[src/rtl/core/rfr_pkg.sv]
// Shared types and constants for the ranging frame receiver.
// No dependencies; every other file of the block imports this package.
package rfr_pkg;

  // Defaults for the configuration registers and the tick period
  localparam int unsigned TICK_PERIOD_MS_DEF = 10;
  localparam logic [15:0] REPLY_WAIT_RST     = 16'd2000;
  localparam logic [15:0] MAX_DISTANCE_RST   = 16'd4500;

  // Configuration port
  localparam int unsigned CFG_IDX_W  = 2;
  localparam int unsigned CFG_DATA_W = 16;
  localparam logic [CFG_IDX_W-1:0] CFG_REPLY_WAIT   = 2'd0;
  localparam logic [CFG_IDX_W-1:0] CFG_MAX_DISTANCE = 2'd1;

  // Request kinds
  localparam logic OP_TICK = 1'b0;
  localparam logic OP_BYTE = 1'b1;

  // Frame phases
  localparam logic [1:0] PH_IDLE = 2'd0;
  localparam logic [1:0] PH_HIGH = 2'd1;
  localparam logic [1:0] PH_LOW  = 2'd2;
  localparam logic [1:0] PH_CHK  = 2'd3;

  // Event codes
  localparam logic [2:0] EV_NONE    = 3'd0;
  localparam logic [2:0] EV_GOOD    = 3'd1;
  localparam logic [2:0] EV_RANGE   = 3'd2;
  localparam logic [2:0] EV_CHKERR  = 3'd3;
  localparam logic [2:0] EV_TIMEOUT = 3'd4;

  typedef struct packed {
    logic       opcode;
    logic [7:0] rx_byte;
  } rfr_in_t;

  typedef struct packed {
    logic        send_trigger;
    logic [2:0]  event_res;
    logic [15:0] distance_mm;
    logic        reading_valid;
    logic [15:0] checksum_errors;
  } rfr_out_t;

  typedef struct packed {
    logic [15:0] reply_wait_ms;
    logic [15:0] max_distance;
  } rfr_cfg_t;

endpackage

[src/rtl/core/rfr_cfg_regs.sv]
// Configuration registers of the ranging frame receiver.
// Depends on rfr_pkg for the register indexes and reset values.
module rfr_cfg_regs
  import rfr_pkg::*;
(
  input  logic                  clk,
  input  logic                  rst_n,
  input  logic                  cfg_we,
  input  logic [CFG_IDX_W-1:0]  cfg_index,
  input  logic [CFG_DATA_W-1:0] cfg_wdata,
  output rfr_cfg_t              cfg
);

  rfr_cfg_t cfg_r, cfg_nxt;

  // Decode the write; unknown indexes are dropped
  always_comb begin
    cfg_nxt = cfg_r;
    if (cfg_we) begin
      case (cfg_index)
        CFG_REPLY_WAIT:   cfg_nxt.reply_wait_ms = cfg_wdata;
        CFG_MAX_DISTANCE: cfg_nxt.max_distance  = cfg_wdata;
        default:          cfg_nxt = cfg_r;
      endcase
    end
  end

  always_ff @(posedge clk) begin
    if (!rst_n) begin
      cfg_r.reply_wait_ms <= REPLY_WAIT_RST;
      cfg_r.max_distance  <= MAX_DISTANCE_RST;
    end else begin
      cfg_r <= cfg_nxt;
    end
  end

  assign cfg = cfg_r;

endmodule

[src/rtl/core/rfr_frame_core.sv]
// Frame state, tick counting and reply checking of the ranging frame receiver.
// Depends on rfr_pkg; updates its state on every accepted request.
module rfr_frame_core
  import rfr_pkg::*;
#(
  parameter int unsigned TICK_PERIOD_MS = TICK_PERIOD_MS_DEF
) (
  input  logic     clk,
  input  logic     rst_n,
  input  logic     step,
  input  rfr_in_t  req,
  input  rfr_cfg_t cfg,
  output rfr_out_t res
);

  localparam int unsigned CNT_W  = 17;
  localparam int unsigned PROD_W = CNT_W + $clog2(TICK_PERIOD_MS + 1);

  logic [1:0]  phase_r, phase_nxt;
  logic [7:0]  high_r, high_nxt;
  logic [7:0]  low_r, low_nxt;
  logic [15:0] ticks_r, ticks_nxt;
  logic [15:0] dist_r, dist_nxt;
  logic        valid_r, valid_nxt;
  logic [15:0] errs_r, errs_nxt;

  logic [15:0]       ticks_inc;
  logic [CNT_W-1:0]  ticks_p1;
  logic [PROD_W-1:0] tick_span;
  logic              timed_out;
  logic [7:0]        sum;
  logic [15:0]       value;
  logic              trig;
  logic [2:0]        ev;

  // Count >= timeout/period  <=>  (count + 1) * period > timeout
  assign ticks_inc = ticks_r + 16'd1;
  assign ticks_p1  = {1'b0, ticks_inc} + CNT_W'(1);
  assign tick_span = PROD_W'(ticks_p1) * PROD_W'(TICK_PERIOD_MS);
  assign timed_out = tick_span > PROD_W'(cfg.reply_wait_ms);

  assign sum   = high_r + low_r;
  assign value = {high_r, low_r};

  // Next state and event for one request
  always_comb begin
    phase_nxt = phase_r;
    high_nxt  = high_r;
    low_nxt   = low_r;
    ticks_nxt = ticks_r;
    dist_nxt  = dist_r;
    valid_nxt = valid_r;
    errs_nxt  = errs_r;
    trig      = 1'b0;
    ev        = EV_NONE;
    if (req.opcode == OP_TICK) begin
      if (phase_r == PH_IDLE) begin
        ticks_nxt = '0;
        trig      = 1'b1;
        phase_nxt = PH_HIGH;
      end else if (timed_out) begin
        phase_nxt = PH_IDLE;
        ticks_nxt = '0;
        valid_nxt = 1'b0;
        ev        = EV_TIMEOUT;
      end else begin
        ticks_nxt = ticks_inc;
      end
    end else begin
      case (phase_r)
        PH_HIGH: begin
          high_nxt  = req.rx_byte;
          phase_nxt = PH_LOW;
        end
        PH_LOW: begin
          low_nxt   = req.rx_byte;
          phase_nxt = PH_CHK;
        end
        PH_CHK: begin
          phase_nxt = PH_IDLE;
          if (sum != req.rx_byte) begin
            errs_nxt  = errs_r + 16'd1;
            valid_nxt = 1'b0;
            ev        = EV_CHKERR;
          end else if (value <= cfg.max_distance) begin
            dist_nxt  = value;
            valid_nxt = 1'b1;
            ev        = EV_GOOD;
          end else begin
            valid_nxt = 1'b0;
            ev        = EV_RANGE;
          end
        end
        default: begin
          // byte while idle is ignored
          phase_nxt = phase_r;
        end
      endcase
    end
  end

  always_ff @(posedge clk) begin
    if (!rst_n) begin
      phase_r <= PH_IDLE;
      high_r  <= '0;
      low_r   <= '0;
      ticks_r <= '0;
      dist_r  <= '0;
      valid_r <= 1'b0;
      errs_r  <= '0;
    end else if (step) begin
      phase_r <= phase_nxt;
      high_r  <= high_nxt;
      low_r   <= low_nxt;
      ticks_r <= ticks_nxt;
      dist_r  <= dist_nxt;
      valid_r <= valid_nxt;
      errs_r  <= errs_nxt;
    end
  end

  // Result reflects the state after this request
  always_comb begin
    res.send_trigger    = trig;
    res.event_res       = ev;
    res.distance_mm     = dist_nxt;
    res.reading_valid   = valid_nxt;
    res.checksum_errors = errs_nxt;
  end

endmodule

[src/rtl/core/rfr_out_buf.sv]
// Two-entry result buffer: output register plus skid stage.
// Depends on rfr_pkg for the result type.
module rfr_out_buf
  import rfr_pkg::*;
(
  input  logic     clk,
  input  logic     rst_n,
  input  logic     push,
  input  rfr_out_t push_data,
  output logic     can_push,
  output logic     out_valid,
  input  logic     out_ready,
  output rfr_out_t out_data
);

  logic     main_valid_r, main_valid_nxt;
  logic     skid_valid_r, skid_valid_nxt;
  rfr_out_t main_r, main_nxt;
  rfr_out_t skid_r, skid_nxt;
  logic     pop;

  assign pop      = main_valid_r & out_ready;
  assign can_push = ~skid_valid_r;

  // A push only happens while the skid stage is empty
  always_comb begin
    main_valid_nxt = main_valid_r;
    skid_valid_nxt = skid_valid_r;
    main_nxt       = main_r;
    skid_nxt       = skid_r;
    if (push) begin
      if (!main_valid_r || pop) begin
        main_nxt       = push_data;
        main_valid_nxt = 1'b1;
      end else begin
        skid_nxt       = push_data;
        skid_valid_nxt = 1'b1;
      end
    end else if (pop) begin
      if (skid_valid_r) begin
        main_nxt       = skid_r;
        skid_valid_nxt = 1'b0;
      end else begin
        main_valid_nxt = 1'b0;
      end
    end
  end

  always_ff @(posedge clk) begin
    if (!rst_n) begin
      main_valid_r <= 1'b0;
      skid_valid_r <= 1'b0;
    end else begin
      main_valid_r <= main_valid_nxt;
      skid_valid_r <= skid_valid_nxt;
    end
  end

  always_ff @(posedge clk) begin
    main_r <= main_nxt;
    skid_r <= skid_nxt;
  end

  assign out_valid = main_valid_r;
  assign out_data  = main_r;

endmodule

[src/rtl/core/ranging_frame_receiver.sv]
// Ranging frame receiver: trigger/timeout control and reply frame checking.
// Top level; depends on rfr_pkg, rfr_cfg_regs, rfr_frame_core, rfr_out_buf.
//
// Usage:
//   The in_ channel carries requests: a timer tick (opcode 0) or a received
//   byte (opcode 1). Every request yields exactly one result on the out_
//   channel: trigger request, event code, latest distance, valid flag and
//   checksum error count, all as they stand after that request.
//   Results are registered in the output buffer. Throughput is one request
//   per cycle while in_ready is high; the state update and checks of one
//   request are combinational, the timeout compare being one small
//   constant multiply and a 21-bit compare. When the receiver stalls, the
//   output register and a skid entry hold up to two results; in_ready falls
//   only once both are occupied. Configuration (reply wait in ms at index 0,
//   max_distance at index 1) is written through cfg_we/cfg_index/cfg_wdata;
//   the user writes it only while idle, which the block does not enforce.
//   Synchronous reset (rst_n low) returns to idle, clears all counters,
//   the distance and the valid flag, empties the result buffer and loads
//   a reply wait of 2000 ms and max_distance 4500.
module ranging_frame_receiver
  import rfr_pkg::*;
#(
  parameter int unsigned TICK_PERIOD_MS = TICK_PERIOD_MS_DEF
) (
  input  logic                  clk,
  input  logic                  rst_n,
  input  logic                  in_valid,
  output logic                  in_ready,
  input  rfr_in_t               in_data,
  output logic                  out_valid,
  input  logic                  out_ready,
  output rfr_out_t              out_data,
  input  logic                  cfg_we,
  input  logic [CFG_IDX_W-1:0]  cfg_index,
  input  logic [CFG_DATA_W-1:0] cfg_wdata
);

  rfr_cfg_t cfg;
  rfr_out_t res;
  logic     step;

  assign step = in_valid & in_ready;

  // Configuration registers
  rfr_cfg_regs u_cfg (
    .clk       (clk),
    .rst_n     (rst_n),
    .cfg_we    (cfg_we),
    .cfg_index (cfg_index),
    .cfg_wdata (cfg_wdata),
    .cfg       (cfg)
  );

  // Frame state and checks
  rfr_frame_core #(
    .TICK_PERIOD_MS (TICK_PERIOD_MS)
  ) u_core (
    .clk   (clk),
    .rst_n (rst_n),
    .step  (step),
    .req   (in_data),
    .cfg   (cfg),
    .res   (res)
  );

  // Result buffer
  rfr_out_buf u_obuf (
    .clk       (clk),
    .rst_n     (rst_n),
    .push      (step),
    .push_data (res),
    .can_push  (in_ready),
    .out_valid (out_valid),
    .out_ready (out_ready),
    .out_data  (out_data)
  );

`ifndef SYNTHESIS
  // Skid entry is only ever filled behind a full output register
  a_skid_behind_main: assert property (@(posedge clk) disable iff (!rst_n)
    !in_ready |-> out_valid)
    else $error("input stalled with empty output register");

  // A trigger request never comes with an event
  a_trig_no_event: assert property (@(posedge clk) disable iff (!rst_n)
    (out_valid && out_data.send_trigger) |-> (out_data.event_res == EV_NONE))
    else $error("trigger request carries an event");

  // Event code agrees with the valid flag
  a_event_valid: assert property (@(posedge clk) disable iff (!rst_n)
    (out_valid && out_data.event_res != EV_NONE) |->
      (out_data.reading_valid == (out_data.event_res == EV_GOOD)))
    else $error("valid flag disagrees with event");

  // A request accepted while the output register is stalled fills the skid entry
  a_accept_room: assert property (@(posedge clk) disable iff (!rst_n)
    (step && out_valid && !out_ready) |=> !in_ready)
    else $error("skid entry not filled on stalled request");
`endif

endmodule
[config.mk]
export PLATFORM = sky130hd
export DESIGN_NAME = ranging_frame_receiver
export DESIGN_NICKNAME = d
export VERILOG_FILES = /design/src/rtl/core/rfr_pkg.sv /design/src/rtl/core/rfr_cfg_regs.sv /design/src/rtl/core/rfr_frame_core.sv /design/src/rtl/core/rfr_out_buf.sv /design/src/rtl/core/ranging_frame_receiver.sv
export SDC_FILE = /design/constraint.sdc
export NUM_CORES = 1
export LEC_CHECK = 0
export BUFFER_PORTS_ARGS = -buffer_cell sky130_fd_sc_hd__buf_2
export CAP_MARGIN = 40
export CORE_MARGIN = 1
export CORE_UTILIZATION = 50
export CTS_BUF_LIST = sky130_fd_sc_hd__clkbuf_8
export DETAILED_ROUTE_END_ITERATION = 10
export PLACE_DENSITY = 0.68
export REMOVE_ABC_BUFFERS = 1
export SLEW_MARGIN = 20
export SYNTH_ARGS = -nofsm -noshare
export SYNTH_HDL_FRONTEND = slang
export SYNTH_SLANG_ARGS = --single-unit
export TNS_END_PERCENT = 1
[constraint.sdc]
create_clock -name clk -period 6.8 [get_ports clk]
set_input_delay 0.34 -clock clk [delete_from_list [all_inputs] [get_ports clk]]
set_output_delay 0.34 -clock clk [all_outputs]
set_load 0.05 [all_outputs]
Word level (Yosys, flattened, before mapping)
Cells that the tools add are included.

Register bits after elaboration: 175. Input bits: 32. Output and inout port bits: 39. Logic and storage cells: 97.

$add $sub $neg: 4. $mul: 1. Order comparisons: 2. Equal/unequal tests: 9. Muxes and demuxes: 38. Bitwise gates (word level): 5. Reduce and logical (&&, ||, !) cells: 17.

Operators by type and width (number): two-way mux 37 bit (4); two-way mux 16 bit (9); adder 16 x 1 -> 16 bit, second input constant (2); > comparator 21 x 16 -> 1 bit (1); multiplier 17 x 3 -> 20 bit, second input constant (1); adder 16 x 1 -> 17 bit, second input constant (1); less-or-equal comparator 16 bit (1); two-way mux 1 bit (15); two-way mux 3 bit (5); AND reduction 3 bit (5); AND reduction 2 bit (5); adder 8 bit (1); two-way mux 2 bit (4); inequality test 8 bit (1); one-hot mux 2 bit (3 select lines) (1); == test 2 x 1 -> 1 bit, second input constant (2); == test 2 bit, second input constant (2); zero test 2 bit (2); inequality test 2 bit, second input constant (2); inequality test 4 x 1 -> 1 bit, second input constant (1); nonzero test 2 bit (2); inverter 1 bit (3); nonzero test 3 bit (1); AND 1 bit (2); other kinds (3) (3).

Longest topological paths before layout
Word-level depth: 9. Gate-level depth with buffers: 27.

Modules after synthesis
From an unflattened synthesis, not the netlist that was laid out.

Cells, all modules: 1049. Area total of the unflattened synthesis: 10628.9 µm².

By module, submodules not included: rfr_frame_core (times used 1, cells each 790, area each 6359.8 µm², seq. area each 1341.3 µm²); rfr_out_buf (times used 1, cells each 129, area each 2964.1 µm², seq. area each 2262.2 µm²); rfr_cfg_regs (times used 1, cells each 129, area each 1298.7 µm², seq. area each 640.6 µm²); ranging_frame_receiver (times used 1, cells each 1, area each 6.3 µm², seq. area each 0.0 µm²).

Worst setup path after synthesis
Ideal clock, no wire load.

Kind: flip-flop to flip-flop. Start: register u_core.ticks_r[0]. End: register u_core.ticks_r[13]. Library setup time: 79 ps. Arrival: 5760 ps. Data required time: 6721 ps. Slack: 961 ps. Cell stages (with the launch flop): 25. Path buffers: 2. Cell sequence: dfxtp_1 buf_2 nand2_1 or2_2 clkbuf_1 or3_1 and2_1 nor2b_1 xnor2_1 ha_1 ha_1 and3_1 a221oi_2 o21ai_0 a21o_1 a21oi_1 xnor2_1 ha_1 or4_1 a221o_1 o32a_1 a221oi_1 nand4_1 or3_1 o211ai_1.

Longest elaborated chain between the ends: 6.

Ends and longest elaborated chain: start, declared (line rfr_frame_core.sv:22) `logic [15:0] ticks_r, ticks_nxt;`; start signal, assigned (line rfr_frame_core.sv:115) `ticks_r <= ticks_nxt;`; adder 16 x 1 -> 16 bit (*) (line rfr_frame_core.sv:37) `assign ticks_inc = ticks_r + 16'd1;`; adder 16 x 1 -> 17 bit (line rfr_frame_core.sv:38) `assign ticks_p1 = {1'b0, ticks_inc} + CNT_W'(1);`; multiplier 17 x 3 -> 20 bit (line rfr_frame_core.sv:39) `assign tick_span = PROD_W'(ticks_p1) * PROD_W'(TICK_PERIOD_MS);`; > comparator 21 x 16 -> 1 bit (line rfr_frame_core.sv:40) `assign timed_out = tick_span > PROD_W'(cfg.reply_wait_ms);`; two-way mux 16 bit (*) (line rfr_frame_core.sv:61) `end else if (timed_out) begin`; two-way mux 16 bit (*) (line rfr_frame_core.sv:57) `if (phase_r == PH_IDLE) begin`.

Mark *: on every way between the ends. The rest lies on a longest branch, timed or not. A chain may end at the register's enable or synchronous reset.

==> impl.org <==
** Pwr
- Power density of the placed cells :: 192 nW/um2
- The share of total power dissipated in combinational logic is 0.108.
- Peak VDD IR :: 0.0000972 V
- Cell internal power was estimated by the tool at 0.00148 W.
- Power share of the sequential group :: 0.551
- For this design the static power due to leakage is 4.37 nW.
- Clk pwr share :: 0.341
- Net switching component of the power :: 0.000600 W
- Of the total power, the share spent switching nets is 0.288.

** Floorplan
- Number of rows created at floorplan :: 50
- The total area inside the core boundary comes to 19,000 um2.
- The die is 142 um tall.
- The initial utilization of the core area, before any placement, comes to 0.518.
- Die Width :: 142 um
- # IOs :: 71
- Floorplan die area :: 20,200 um2

** Clock network
- TritonCTS clock tree :: yes
- Counting every sink on the clock net gives 175.
- H-tree levels :: 4
- Later-pin clock latency in the skew report :: 450 ps
- The longest clock path from root to sink contains 2 buffers.
- Clock-pin slew reported for the worst setup and hold paths after clock tree synthesis :: 100 ps
- Buffers inserted during clock tree synthesis total 17.
- Clock tree synthesis selected as its root buffer the cell sky130_fd_sc_hd__clkbuf_8.
- The number of gates resized after CTS was 0.

** GRT
- Across every metal layer, demand over resource in global routing totals 0.213.
- Global-route wire length before repair :: 34.5 mm
- Entering global routing, the biggest net connects 66 pins.
- The number of global-route vias before repair came to 6,982.
- After global routing the overflow that remains totals 0.
- Antenna violations before repair :: 0

** Synthesis
- Of the post-synthesis cell area, the dominant cell type holds 0.226.
- Largest area contributor in the synthesized netlist :: sky130_fd_sc_hd__edfxtp_1
- The share of the Yosys chip area taken by registers is 0.432.
- Total standard cell area after synthesis :: 9820 um2
- Average size of a mapped cell :: 9.67 um2
- After synthesis, the cell types taking the most area are sky130_fd_sc_hd__edfxtp_1 23%, sky130_fd_sc_hd__dfxtp_1 21%, sky130_fd_sc_hd__ha_1 8.9%.
- Yosys mapped a number of flops with a built-in enable equal to 74.
- Total number of yosys warnings :: 0
- In the synthesized netlist the async set-or-reset flop fraction comes to 0.
- In this run, distinct cell masters in the synthesized netlist total 66.
- After synthesis the netlist holds a flip-flop and latch count of 175.
- Count of mapped cells out of synthesis :: 1,016
- For this run, the leading register cell type out of synthesis is sky130_fd_sc_hd__dfxtp_1.

** STA
- Final period util :: 0.918
- Post-route setup TNS :: 0 ps
- The final number of hold-violating endpoints is 0.
- The clock arrives with 14.9 ps of skew.
- Number of pins with negative max-slew slack in the final report :: 0
- Setup repair after global routing left no endpoint under its margin.
- Worst max-slew margin expressed relative to the limit :: 0.481
- At the pin with the least slew margin, the transition time is 777 ps.
- Highest clock frequency the design can meet :: 0.160 GHz
- Min cycle time layout :: 6240 ps
- Final setup vio count :: 0

** Placed design
- Input and output buffers added on the ports amount to 70.
- Final HPWL DP :: 15.0 mm
- At the end of routability-driven placement, the weighted congestion stood at 0.917.
- Once placement finished, the instance area stood at 10,400 um2.

** Detailed routing
- DRC marker count from the first detailed-route iteration :: 426
- Total routed wirelength :: 20.6 mm
- Number of vias after detailed routing :: 7,395
- After detailed routing, the number of remaining DRC violations is 0.
- In this run the remaining antenna-violating nets after routing total 0.
- The first detailed-routing pass took 5 iterations.
- Vias per inst :: 5.51
- Dividing the detail-routed wire length by the instance count gives 15.4 um.

** Layout
- Fin util :: 0.571
- Once layout is done, the placed cells without fillers occupy 10,800 um2.
- Inserted Diodes :: 0
- In the final layout, the share of cells above drive strength 1 is 0.167.
- At the end of the flow, the number of nets in the layout was 1,172.
- Area growth syn-to-layout :: 10.3%

** Worst setup path
- Traced cell by cell, the critical path runs through ha_1 -> nand4_1 -> xor2_1 -> o22ai_1 -> and3_1 -> nor2b_1 -> xnor2_1 -> ha_1 -> ha_1 -> and3_1 -> a221oi_2 -> o21ai_0 -> a21o_1 -> a21oi_1 -> xnor2_1 -> ha_1 -> or4_1 -> a221o_1 -> o32a_1 -> a221oi_1 -> and3_1 -> nor3_2 -> mux2_2.
- Most common cell on crit path :: sky130_fd_sc_hd__ha_1
- Required time reported for the critical path endpoint :: 7000 ps
- Signal arrival time at the worst endpoint :: 6440 ps
- Critical Path Source Type :: flop
- Master of the slowest instance on the critical path :: sky130_fd_sc_hd__dfxtp_1
- STA classifies the critical path endpoint as a flop.
- Biggest cell delay along the critical path :: 550 ps
- By startpoint and endpoint, the worst setup path is classified as reg2reg.
- Along the worst path, the maximum fanout reaches 11.

** Run status
- The run finished with clean final reports.

** Worst hold path
- The worst hold path belongs to the class in2reg.

** Run
- Maxcap violations :: 0
cell families (layout without fill, tap and decap cells):
family | count (synthesis) | count (layout) | share of synthesized area
simple gates | 338 | 338 | 0.166
compound gates | 194 | 194 | 0.128
flops | 175 | 175 | 0.432
buf+inv | 97 | 162 | 0.0395
mux | 79 | 79 | 0.0864
xor+xnor | 61 | 61 | 0.0544
fa+ha+maj | 72 | 72 | 0.0932
area by class of cell:
cell class | instances | area [um2]
fillers | 1708 | 8120
multi-input cells | 744 | 5220
inverters | 44 | 165
clock buffers | 18 | 248
clock inverters | 14 | 139
repair buffers | 86 | 490
flip-flops and latches | 175 | 4240
well taps | 260 | 325
flip-flops by register name (all words and copies together), names as in the netlist:
| signal | count |
|---|---|
| u_cfg.cfg | 32 |
| u_core.high_r | 8 |
| u_core.phase_r | 2 |
| u_obuf.skid_r | 37 |
| u_obuf.skid_valid_r | 1 |
| u_core.dist_r | 16 |
| u_core.ticks_r | 16 |
| u_core.low_r | 8 |
| u_obuf.out_data | 37 |
| u_obuf.out_valid | 1 |
| u_core.errs_r | 16 |
| u_core.valid_r | 1 |
placed cells by master, fill, tap and decap left out, drive strengths merged, types with 12 or more instances in the layout:
master    n
nor2     67
a21oi    73
inv      54
o211ai   15
mux2i    33
buf      86
ha       70
o21ai    30
nand4    19
nand2   125
nor3     15
nand3    32
a21o     14
or3      12
dfxtp   101
xnor2    39
clkbuf   18
mux2     46
edfxtp   74
and3     18
xor2     22
routing by layer:
| metal | GRT usage | vias up | part of all wire |
|---|---|---|---|
| met5 | 0 | - | 0 |
| met4 | 0.0441 | 0 | 0.0057 |
| met3 | 0.0303 | 10 | 0.027 |
| met2 | 0.358 | 122 | 0.47 |
| met1 | 0.293 | 3498 | 0.49 |
| li1 | - | 3765 | - |
worst paths after layout:
kind / from / to / slack (ps) / cells past startpoint
max: u_core.ticks_r[0]$_SDFFE_PN0P_ / u_obuf.out_data[35]$_DFFE_PP_ / 560 / 23
min: out_ready / u_obuf.skid_valid_r$_SDFFE_PN0P_ / 80 / 2
max reg2reg: u_core.ticks_r[0]$_SDFFE_PN0P_ / u_obuf.out_data[35]$_DFFE_PP_ / 560 / 23
min reg2reg: u_cfg.cfg[10]$_SDFFE_PN0P_ / u_cfg.cfg[10]$_SDFFE_PN0P_ / 460 / 2
per-stage QoR:
step	hold slack, ps	std cells	power (W)	setup slack (ps)
floorplan	429	963	0.00133	765
global placement	443	1304	0.00139	608
detailed placement	447	1306	0.00140	458
CTS	60.9	1338	0.00210	418
global route	78.0	1341	0.00216	97.3
finish	76.9	1341	0.00208	560
synth_stat cells (22+ instances only):
cell type / number
sky130_fd_sc_hd__a21oi_1: 72
sky130_fd_sc_hd__clkbuf_1: 40
sky130_fd_sc_hd__dfxtp_1: 101
sky130_fd_sc_hd__edfxtp_1: 74
sky130_fd_sc_hd__ha_1: 70
sky130_fd_sc_hd__inv_1: 43
sky130_fd_sc_hd__mux2_2: 46
sky130_fd_sc_hd__mux2i_1: 33
sky130_fd_sc_hd__nand2_1: 124
sky130_fd_sc_hd__nand3_1: 32
sky130_fd_sc_hd__nor2_1: 67
sky130_fd_sc_hd__o21ai_0: 30
sky130_fd_sc_hd__xnor2_1: 39
sky130_fd_sc_hd__xor2_1: 22
power groups by stage:
stage	clock, W	combinational, W	sequential (W)
2_1_floorplan	0	0.0000867	0.00124
3_3_place_gp	0	0.000222	0.00117
3_5_place_dp	0	0.000227	0.00117
4_1_cts	0.000725	0.000227	0.00115
5_1_grt	0.000769	0.000244	0.00115
6_report	0.000709	0.000226	0.00115
critical path: cells and delay by family, from the launching register on:
kind	cells	cell delay, ps
xor gates and xnor gates	3	480
muxes	1	270
and+or+nand+nor	7	1680
AOI/OAI and AO/OA	8	1960
adders and majority gates	4	1060
DFF	1	550
timing repair:
action / in CTS / in global routing
setup endpoints to repair: 0 / 6
hold buffers: 0 / 0
buffers inserted: 0 / 2
(Power assumes the default switching activity.)
